[src/hw/rtl/ctc_pkg.sv]
// ----------------------------------------------------------------------------
// ctc_pkg
// Types and constants shared by the columnar transposition codec.
// ----------------------------------------------------------------------------
package ctc_pkg;

  localparam int RW     = 7;  // rail count width
  localparam int WW     = 8;  // pointer arithmetic width (index + rails)
  localparam int DIV_SW = 3;  // divider step counter width

  localparam logic [0:0] CFG_RAIL_COUNT   = 1'b0;
  localparam logic [0:0] CFG_DECRYPT_MODE = 1'b1;

  typedef enum logic [1:0] {
    ST_LOAD,
    ST_DIV,
    ST_EMIT
  } ctc_state_e;

  typedef struct packed {
    logic          done;
    logic [RW-1:0] quot;
    logic [RW-1:0] rem;
  } div_res_t;

endpackage

[src/hw/rtl/ctc_ram.sv]
// ----------------------------------------------------------------------------
// ctc_ram
// Generic simple dual-port RAM, one write port, one registered read port.
// ----------------------------------------------------------------------------
module ctc_ram #(
  parameter int WIDTH = 8,
  parameter int DEPTH = 64
) (
  input  logic                     clk_i,
  input  logic                     we_i,
  input  logic [$clog2(DEPTH)-1:0] waddr_i,
  input  logic [WIDTH-1:0]         wdata_i,
  input  logic                     re_i,
  input  logic [$clog2(DEPTH)-1:0] raddr_i,
  output logic [WIDTH-1:0]         rdata_o
);

  logic [WIDTH-1:0] mem_q [DEPTH];
  logic [WIDTH-1:0] rdata_q;

  always_ff @(posedge clk_i) begin
    if (we_i) begin
      mem_q[waddr_i] <= wdata_i;
    end
    if (re_i) begin
      rdata_q <= mem_q[raddr_i];
    end
  end

  assign rdata_o = rdata_q;

endmodule

[src/hw/rtl/ctc_div.sv]
// ----------------------------------------------------------------------------
// ctc_div
// Restoring divider, one quotient bit per cycle; gives the full-column count
// and the number of rows holding an extra byte.
// ----------------------------------------------------------------------------
module ctc_div (
  input  logic                   clk_i,
  input  logic                   rst_ni,
  input  logic                   start_i,
  input  logic [ctc_pkg::RW-1:0] dividend_i,
  input  logic [ctc_pkg::RW-1:0] divisor_i,
  output ctc_pkg::div_res_t      res_o
);

  logic                       busy_q, busy_d;
  logic                       done_q, done_d;
  logic [ctc_pkg::DIV_SW-1:0] step_q, step_d;
  logic [ctc_pkg::RW-1:0]     dvd_q, dvd_d;
  logic [ctc_pkg::RW-1:0]     rem_q, rem_d;
  logic [ctc_pkg::RW-1:0]     dsr_q, dsr_d;
  logic [ctc_pkg::RW:0]       trial;
  logic                       ge;

  assign trial = {rem_q, dvd_q[ctc_pkg::RW-1]};
  assign ge    = trial >= {1'b0, dsr_q};

  always_comb begin
    busy_d = busy_q;
    done_d = 1'b0;
    step_d = step_q;
    dvd_d  = dvd_q;
    rem_d  = rem_q;
    dsr_d  = dsr_q;
    if (start_i) begin
      busy_d = 1'b1;
      step_d = ctc_pkg::DIV_SW'(ctc_pkg::RW - 1);
      dvd_d  = dividend_i;
      rem_d  = '0;
      dsr_d  = divisor_i;
    end else if (busy_q) begin
      dvd_d = {dvd_q[ctc_pkg::RW-2:0], ge};
      rem_d = ge ? ctc_pkg::RW'(trial - {1'b0, dsr_q}) : ctc_pkg::RW'(trial);
      step_d = step_q - ctc_pkg::DIV_SW'(1);
      if (step_q == '0) begin
        busy_d = 1'b0;
        done_d = 1'b1;
      end
    end
  end

  always_ff @(posedge clk_i or negedge rst_ni) begin
    if (!rst_ni) begin
      busy_q <= 1'b0;
      done_q <= 1'b0;
      step_q <= '0;
    end else begin
      busy_q <= busy_d;
      done_q <= done_d;
      step_q <= step_d;
    end
  end

  always_ff @(posedge clk_i) begin
    dvd_q <= dvd_d;
    rem_q <= rem_d;
    dsr_q <= dsr_d;
  end

  assign res_o.done = done_q;
  assign res_o.quot = dvd_q;
  assign res_o.rem  = rem_q;

endmodule

[src/hw/rtl/columnar_transposition_codec.sv]
// Load: one input beat per cycle, bytes up to MAX_LEN written to the message RAM.
// After the last input beat the 7-step divider runs, then the first RAM read issues.
// Emission: one RAM read outstanding at a time; each beat is held until taken.
// Input is taken again once the final read of a run is issued.
// Reset: async, active low; counters, flags and handshakes clear, RAM is not cleared.
// ----------------------------------------------------------------------------
// columnar_transposition_codec
// Buffers a message, then streams it out in columnar transposition order,
// encrypting or decrypting with a configured number of rows.
// ----------------------------------------------------------------------------
module columnar_transposition_codec #(
  parameter int MAX_LEN = 64
) (
  input  logic                   clk_i,
  input  logic                   rst_ni,
  input  logic                   cfg_we_i,
  input  logic [0:0]             cfg_index_i,
  input  logic [ctc_pkg::RW-1:0] cfg_wdata_i,
  input  logic                   in_valid_i,
  output logic                   in_ready_o,
  input  logic [7:0]             data_byte_i,
  input  logic                   end_of_message_i,
  output logic                   out_valid_o,
  input  logic                   out_ready_i,
  output logic [7:0]             out_byte_o,
  output logic                   out_last_o,
  output logic                   overflow_o
);

  localparam int AW = $clog2(MAX_LEN);
  localparam int CW = $clog2(MAX_LEN + 1);

  ctc_pkg::ctc_state_e    state_q, state_d;
  logic [ctc_pkg::RW-1:0] rail_q;
  logic                   dmode_q;
  logic [CW-1:0]          count_q;
  logic                   dropped_q;
  logic [CW-1:0]          len_q;
  logic [ctc_pkg::RW-1:0] rows_q;
  logic                   mode_q;
  logic                   run_ovf_q;
  logic [ctc_pkg::RW-1:0] row_q, row_d;
  logic [ctc_pkg::RW-1:0] col_q, col_d;
  logic [ctc_pkg::WW-1:0] ptr_q, ptr_d;
  logic [CW-1:0]          cnt_q, cnt_d;
  logic                   pend_q, pend_last_q, pend_ovf_q;
  logic                   out_valid_q, out_last_q, out_ovf_q;
  logic [7:0]             out_byte_q;

  logic                   in_fire, full, issue, run_last, row_lt;
  logic [CW-1:0]          len_next;
  logic [ctc_pkg::RW-1:0] rows_next;
  logic [ctc_pkg::WW-1:0] enc_step, len_w;
  logic [7:0]             rdata;
  ctc_pkg::div_res_t      div_res;

  assign in_ready_o = (state_q == ctc_pkg::ST_LOAD);
  assign in_fire    = in_valid_i && in_ready_o;
  assign full       = (count_q == CW'(MAX_LEN));
  assign len_next   = full ? count_q : count_q + CW'(1);
  assign rows_next  = (rail_q == '0) ? ctc_pkg::RW'(1) : rail_q;

  assign issue    = (state_q == ctc_pkg::ST_EMIT) && !pend_q && (!out_valid_q || out_ready_i);
  assign run_last = (cnt_q == len_q - CW'(1));
  assign len_w    = ctc_pkg::WW'(len_q);
  assign enc_step = ptr_q + ctc_pkg::WW'(rows_q);
  assign row_lt   = row_q < div_res.rem;

  ctc_div u_div (
    .clk_i      (clk_i),
    .rst_ni     (rst_ni),
    .start_i    (in_fire && end_of_message_i),
    .dividend_i (ctc_pkg::RW'(len_next)),
    .divisor_i  (rows_next),
    .res_o      (div_res)
  );

  ctc_ram #(
    .WIDTH (8),
    .DEPTH (MAX_LEN)
  ) u_ram (
    .clk_i   (clk_i),
    .we_i    (in_fire && !full),
    .waddr_i (count_q[AW-1:0]),
    .wdata_i (data_byte_i),
    .re_i    (issue),
    .raddr_i (ptr_q[AW-1:0]),
    .rdata_o (rdata)
  );

  // encrypt walks rows by stride R; decrypt steps down a column by row length
  always_comb begin
    state_d = state_q;
    row_d   = row_q;
    col_d   = col_q;
    ptr_d   = ptr_q;
    cnt_d   = cnt_q;
    case (state_q)
      ctc_pkg::ST_LOAD: begin
        if (in_fire && end_of_message_i) begin
          state_d = ctc_pkg::ST_DIV;
        end
      end
      ctc_pkg::ST_DIV: begin
        if (div_res.done) begin
          state_d = ctc_pkg::ST_EMIT;
          row_d   = '0;
          col_d   = '0;
          ptr_d   = '0;
          cnt_d   = '0;
        end
      end
      ctc_pkg::ST_EMIT: begin
        if (issue) begin
          cnt_d = cnt_q + CW'(1);
          if (run_last) begin
            state_d = ctc_pkg::ST_LOAD;
          end
          if (!mode_q) begin
            if (enc_step < len_w) begin
              ptr_d = enc_step;
            end else begin
              row_d = row_q + ctc_pkg::RW'(1);
              ptr_d = ctc_pkg::WW'(row_q) + ctc_pkg::WW'(1);
            end
          end else begin
            if ((row_q + ctc_pkg::RW'(1)) == rows_q) begin
              row_d = '0;
              col_d = col_q + ctc_pkg::RW'(1);
              ptr_d = ctc_pkg::WW'(col_q) + ctc_pkg::WW'(1);
            end else begin
              row_d = row_q + ctc_pkg::RW'(1);
              ptr_d = ptr_q + ctc_pkg::WW'(div_res.quot) + ctc_pkg::WW'(row_lt);
            end
          end
        end
      end
      default: state_d = ctc_pkg::ST_LOAD;
    endcase
  end

  always_ff @(posedge clk_i or negedge rst_ni) begin
    if (!rst_ni) begin
      state_q <= ctc_pkg::ST_LOAD;
      row_q   <= '0;
      col_q   <= '0;
      ptr_q   <= '0;
      cnt_q   <= '0;
    end else begin
      state_q <= state_d;
      row_q   <= row_d;
      col_q   <= col_d;
      ptr_q   <= ptr_d;
      cnt_q   <= cnt_d;
    end
  end

  always_ff @(posedge clk_i or negedge rst_ni) begin
    if (!rst_ni) begin
      rail_q  <= ctc_pkg::RW'(1);
      dmode_q <= 1'b0;
    end else if (cfg_we_i) begin
      case (cfg_index_i)
        ctc_pkg::CFG_RAIL_COUNT:   rail_q  <= cfg_wdata_i;
        ctc_pkg::CFG_DECRYPT_MODE: dmode_q <= cfg_wdata_i[0];
        default: ;
      endcase
    end
  end

  always_ff @(posedge clk_i or negedge rst_ni) begin
    if (!rst_ni) begin
      count_q   <= '0;
      dropped_q <= 1'b0;
      len_q     <= '0;
      rows_q    <= ctc_pkg::RW'(1);
      mode_q    <= 1'b0;
      run_ovf_q <= 1'b0;
    end else if (in_fire) begin
      if (end_of_message_i) begin
        count_q   <= '0;
        dropped_q <= 1'b0;
        len_q     <= len_next;
        rows_q    <= rows_next;
        mode_q    <= dmode_q;
        run_ovf_q <= dropped_q || full;
      end else if (full) begin
        dropped_q <= 1'b1;
      end else begin
        count_q <= count_q + CW'(1);
      end
    end
  end

  always_ff @(posedge clk_i or negedge rst_ni) begin
    if (!rst_ni) begin
      pend_q      <= 1'b0;
      out_valid_q <= 1'b0;
    end else begin
      pend_q <= issue;
      if (pend_q) begin
        out_valid_q <= 1'b1;
      end else if (out_ready_i) begin
        out_valid_q <= 1'b0;
      end
    end
  end

  always_ff @(posedge clk_i) begin
    if (issue) begin
      pend_last_q <= run_last;
      pend_ovf_q  <= run_ovf_q;
    end
    if (pend_q) begin
      out_byte_q <= rdata;
      out_last_q <= pend_last_q;
      out_ovf_q  <= pend_ovf_q;
    end
  end

  assign out_valid_o = out_valid_q;
  assign out_byte_o  = out_byte_q;
  assign out_last_o  = out_last_q;
  assign overflow_o  = out_ovf_q;

endmodule

[config.mk]
export PLATFORM = sky130hd
export DESIGN_NAME = columnar_transposition_codec
export DESIGN_NICKNAME = d
export VERILOG_FILES = /design/src/hw/rtl/ctc_pkg.sv /design/src/hw/rtl/ctc_ram.sv /design/src/hw/rtl/ctc_div.sv /design/src/hw/rtl/columnar_transposition_codec.sv
export SDC_FILE = /design/constraint.sdc
export NUM_CORES = 1
export LEC_CHECK = 0
export BUFFER_PORTS_ARGS = -buffer_cell sky130_fd_sc_hd__buf_2
export CAP_MARGIN = 10
export CELL_PAD_IN_SITES_DETAIL_PLACEMENT = 2
export CELL_PAD_IN_SITES_GLOBAL_PLACEMENT = 2
export CORE_UTILIZATION = 44
export DETAILED_ROUTE_END_ITERATION = 6
export PLACE_DENSITY = 0.85
export RECOVER_POWER = 50
export SYNTH_ARGS = -nofsm -noshare
export SYNTH_HDL_FRONTEND = slang
export SYNTH_SLANG_ARGS = --single-unit
[constraint.sdc]
create_clock -name clk_i -period 3.25 [get_ports clk_i]
set_input_delay 0.1625 -clock clk_i [delete_from_list [all_inputs] [get_ports clk_i]]
set_output_delay 0.1625 -clock clk_i [all_outputs]
set_load 0.02 [all_outputs]
==> flow_metrics.tcl <==
set metrics [dict create \
    status "finished with violations" \
    violations "max-capacitance violations, max-slew violations, negative setup slack" \
    hold_viol 0 \
    synth_area_sq_um 26200 \
    cts_tree "built" \
    hold_slack_ns 0.0978 \
    async_reset_ff_share_pct 11.2 \
    coreArea_sq_um 58900 \
    finalWeightedCongestion 0.846 \
    grt_pass1_vias 16800 \
    cpMaxStageDelayCell "dfrtp_4" \
    busiest_layer "met2" \
    die_h_um 246 \
    worstPathRequired_ns 3.71 \
    clk_latency_ns 0.63 \
    die-area_sq_um 60500 \
    yosysUniqueCellTypes 63 \
    ys_ff_latch 623 \
    place_area_sq_um 28000 \
    io_buffers 33 \
    wl_mm 90.6 \
    crit_chain "ha_4, fa_2, a21oi_4, o21ai_2, buf_4, o21a_1, nor2_2, xnor2_2, ha_4, a221oi_4, buf_6, buf_4, mux2i_1, o21ai_0" \
    initial_core_util_pct 44.5 \
    cpPeakStageDelay_ns 0.50 \
    cap_viol_max_count 11 \
    fill_cells 5148 \
    layout-drive-gt1-share_pct 28.9 \
    root_buffer "clkbuf_16" \
    die_width_um 246 \
    worst_slew_margin_rel_pct -147 \
    drtAntennaViolNets 0 \
    clk_pin_slew_ns 0.06 \
    drc_errors 0 \
    clock-sinks 623 \
    fmax_ghz 0.275 \
    holdCritPathClass "primary input to flip-flop" \
    min_period_ns 3.64 \
    drt-pass1-iter-count 5 \
    first_iter_violations 1477 \
    rows 89 \
    skew_ns 0.0248 \
    design_area_sq_um 30700 \
    hpwl_mm 53.4 \
    cp_max_fo 3 \
    power.leakage_nw 10.4 \
    syn_avg_cell_area_sq_um 17.7 \
    ir_worst_vdd_v 0.000519 \
    h-tree-depth 3 \
    crit_path_end_kind "flip-flop" \
    finalMaxSlewViolations 561 \
    grt_usage_pct 29.9 \
    gr-total-overflow 0 \
    grt_pass1_wl_mm 127 \
    avgRoutedWirePerCell_um 36.3 \
    fin_crit_sh_pct 112 \
    antenna_found_initial 2 \
    clk_path_buf_depth 3 \
    powerDensity_nw_per_um2 867 \
    synth_flop_cell "edfxtp_1" \
    critPathKind "flip-flop to flip-flop" \
    grt_max_degree 71 \
    cp-start-kind "flip-flop" \
    synthCells 1483 \
    synth.net_count 1552 \
    met3_usage_pct 4.15 \
    power_w 0.0266 \
    setup_viol 15 \
    yosysSeqAreaShare_pct 69.8 \
    via_per_inst 6.35 \
    io-pin-count 34 \
    fin_ws_ns -0.387 \
    cts_buffers 68 \
    syn_to_final_growth_pct 17.2 \
    layout.nets 1737 \
    yosys_warnings 0 \
    rsz0062_at_grt "true" \
    crit_arrival_ns 4.10 \
    groute.layer.met1.usage_pct 39.3 \
    worst_slew_pin_slew_ns 3.71 \
    vias 15900 \
    grt_use_met2_pct 50.6 \
    synth_edf_count 546 \
    fin_util_pct 52.1 \
]
## per-stage QoR
stage | TNS, ns | setup WS, ns | std cells
global route | -4.48 | -0.443 | 2496
global placement | -0.740 | -0.122 | 2340
floorplan | 0 | 0.00275 | 1483
finish | -3.42 | -0.387 | 2497
CTS | -0.177 | -0.0802 | 2486
detailed placement | -5.98 | -0.380 | 2340
## worst max-delay path: cells and delay by family (launching register included)
family                     cells  cell delay [ns]
and+or+nand+nor                1             0.22
muxes                          1             0.24
adders and majority gates      3             0.84
xor gates and xnor gates       1             0.17
DFF                            1             0.50
buffers and inverters          3             0.43
AOI/OAI and AO/OA              5             1.07
## registers in the layout (all words and copies together) (netlist names), 2 cells and up
signal and count:
cnt_q 7, col_q 7, count_q 7, len_q 7, out_byte_o 8, ptr_q 8, rail_q 7, row_q 7
rows_q 7, state_q 2, u_div.dsr_q 7, u_div.dvd_q 7, u_div.rem_q 7, u_div.step_q 3, u_ram.mem_q 512, u_ram.rdata_o 8
## final timing paths
path	cells past startpoint	slack, ns	endpoint	start
max in group asynchronous	2	1.12	ptr_q[1]$_DFFE_PN0P_	rst_ni
min in group asynchronous	2	0.66	cnt_q[5]$_DFFE_PN0P_	rst_ni
min reg2reg	0	0.42	out_byte_o[4]$_DFFE_PP_	u_ram.rdata_o[4]$_DFFE_PP_
max	14	-0.39	ptr_q[3]$_DFFE_PN0P_	ptr_q[0]$_DFFE_PN0P_
min	3	0.1	rail_q[2]$_DFFE_PN0P_	cfg_index_i
max reg2reg	14	-0.39	ptr_q[3]$_DFFE_PN0P_	ptr_q[0]$_DFFE_PN0P_
## report_power, final
part	leakage, nW	switching (W)	internal, W	total, W
Sequential	5.89	0.000509	0.00929	0.00980
Combinational	3.49	0.00529	0.00413	0.00943
Clock	0.987	0.00341	0.00400	0.00741
Total	10.4	0.00921	0.0174	0.0266
## final cells by class
| class | instances | area, sq um | share of cell area (%) |
|---|---|---|---|
| antenna | 1 | 2.50 | 0.00815 |
| clock buffer | 98 | 1840 | 6.00 |
| clock inverter | 27 | 198 | 0.644 |
| inverter | 44 | 165 | 0.538 |
| multi-input combinational | 744 | 7770 | 25.3 |
| sequential | 623 | 18300 | 59.6 |
| tap | 773 | 967 | 3.15 |
| timing repair buffer | 187 | 1470 | 4.79 |
## placed cells by master, fill, tap and decap left out, types with 6 or more instances in the layout
cell type      instances
a21boi_0               6
a21o_1                 9
a21oi_1               23
a21oi_2               10
a22o_1                 7
a31oi_1                9
and3_1                10
buf_2                 22
buf_4                124
buf_6                  8
clkbuf_1              40
clkbuf_16             68
clkinv_1              12
clkinv_2               7
dfrtp_1               65
dfxtp_1                6
dlygate4sd3_1         12
edfxtp_1             546
ha_1                  38
inv_1                 44
mux2_2                10
mux2i_1               15
mux4_2               165
nand2_1               81
nand2b_1              14
nand3_1               19
nor2_1                93
nor2_2                10
nor2b_1                8
nor3_1                10
o21a_1                10
o21ai_0               49
o21ai_1                6
o21ai_2                9
o31ai_1                7
or3_1                  7
xnor2_1               20
xor2_1                12
## cell usage after synthesis, drive strengths merged, types with 13 or more instances
cell type  instances  share of area (%)
clkbuf            45               0.64
nor2             104                1.5
o21ai             64                1.2
mux2i             16               0.61
mux4             165                 14
ha                43                2.1
inv               44               0.63
a21oi             34               0.65
edfxtp           546                 63
nand2b            15               0.36
nand2             84                1.2
xnor2             22               0.74
nand3             20               0.38
buf               27               0.61
xor2              13               0.43
dfrtp             68                6.5
## logic make-up after synthesis
logic type	synth area share, %
compound gates	4.37
flops	69.8
buf+inv	1.88
fa+ha+maj	2.36
xor+xnor	1.43
simple gates	4.90
mux	15.3
## routing by layer
| metal | up-vias | share of wire (%) | wire [um] |
|---|---|---|---|
| met3 | 189 | 6.4 | 5750 |
| li1 | 6243 | - | - |
| met2 | 818 | 51 | 45900 |
| met5 | - | 0.023 | 21 |
| met4 | 4 | 4.1 | 3680 |
| met1 | 8614 | 39 | 35200 |
## timing repair
action                                  in CTS  in global routing
hold buffers                                12                  0
pin swaps                                    7                 25
cloned                                       2                  0
endpoints found under the setup margin      32                 99
resized for setup                           32                 63
hold endpoints to repair                    78                  0
buffers inserted                             7                 11
No activity file was read; power rests on OpenSTA's default activity.
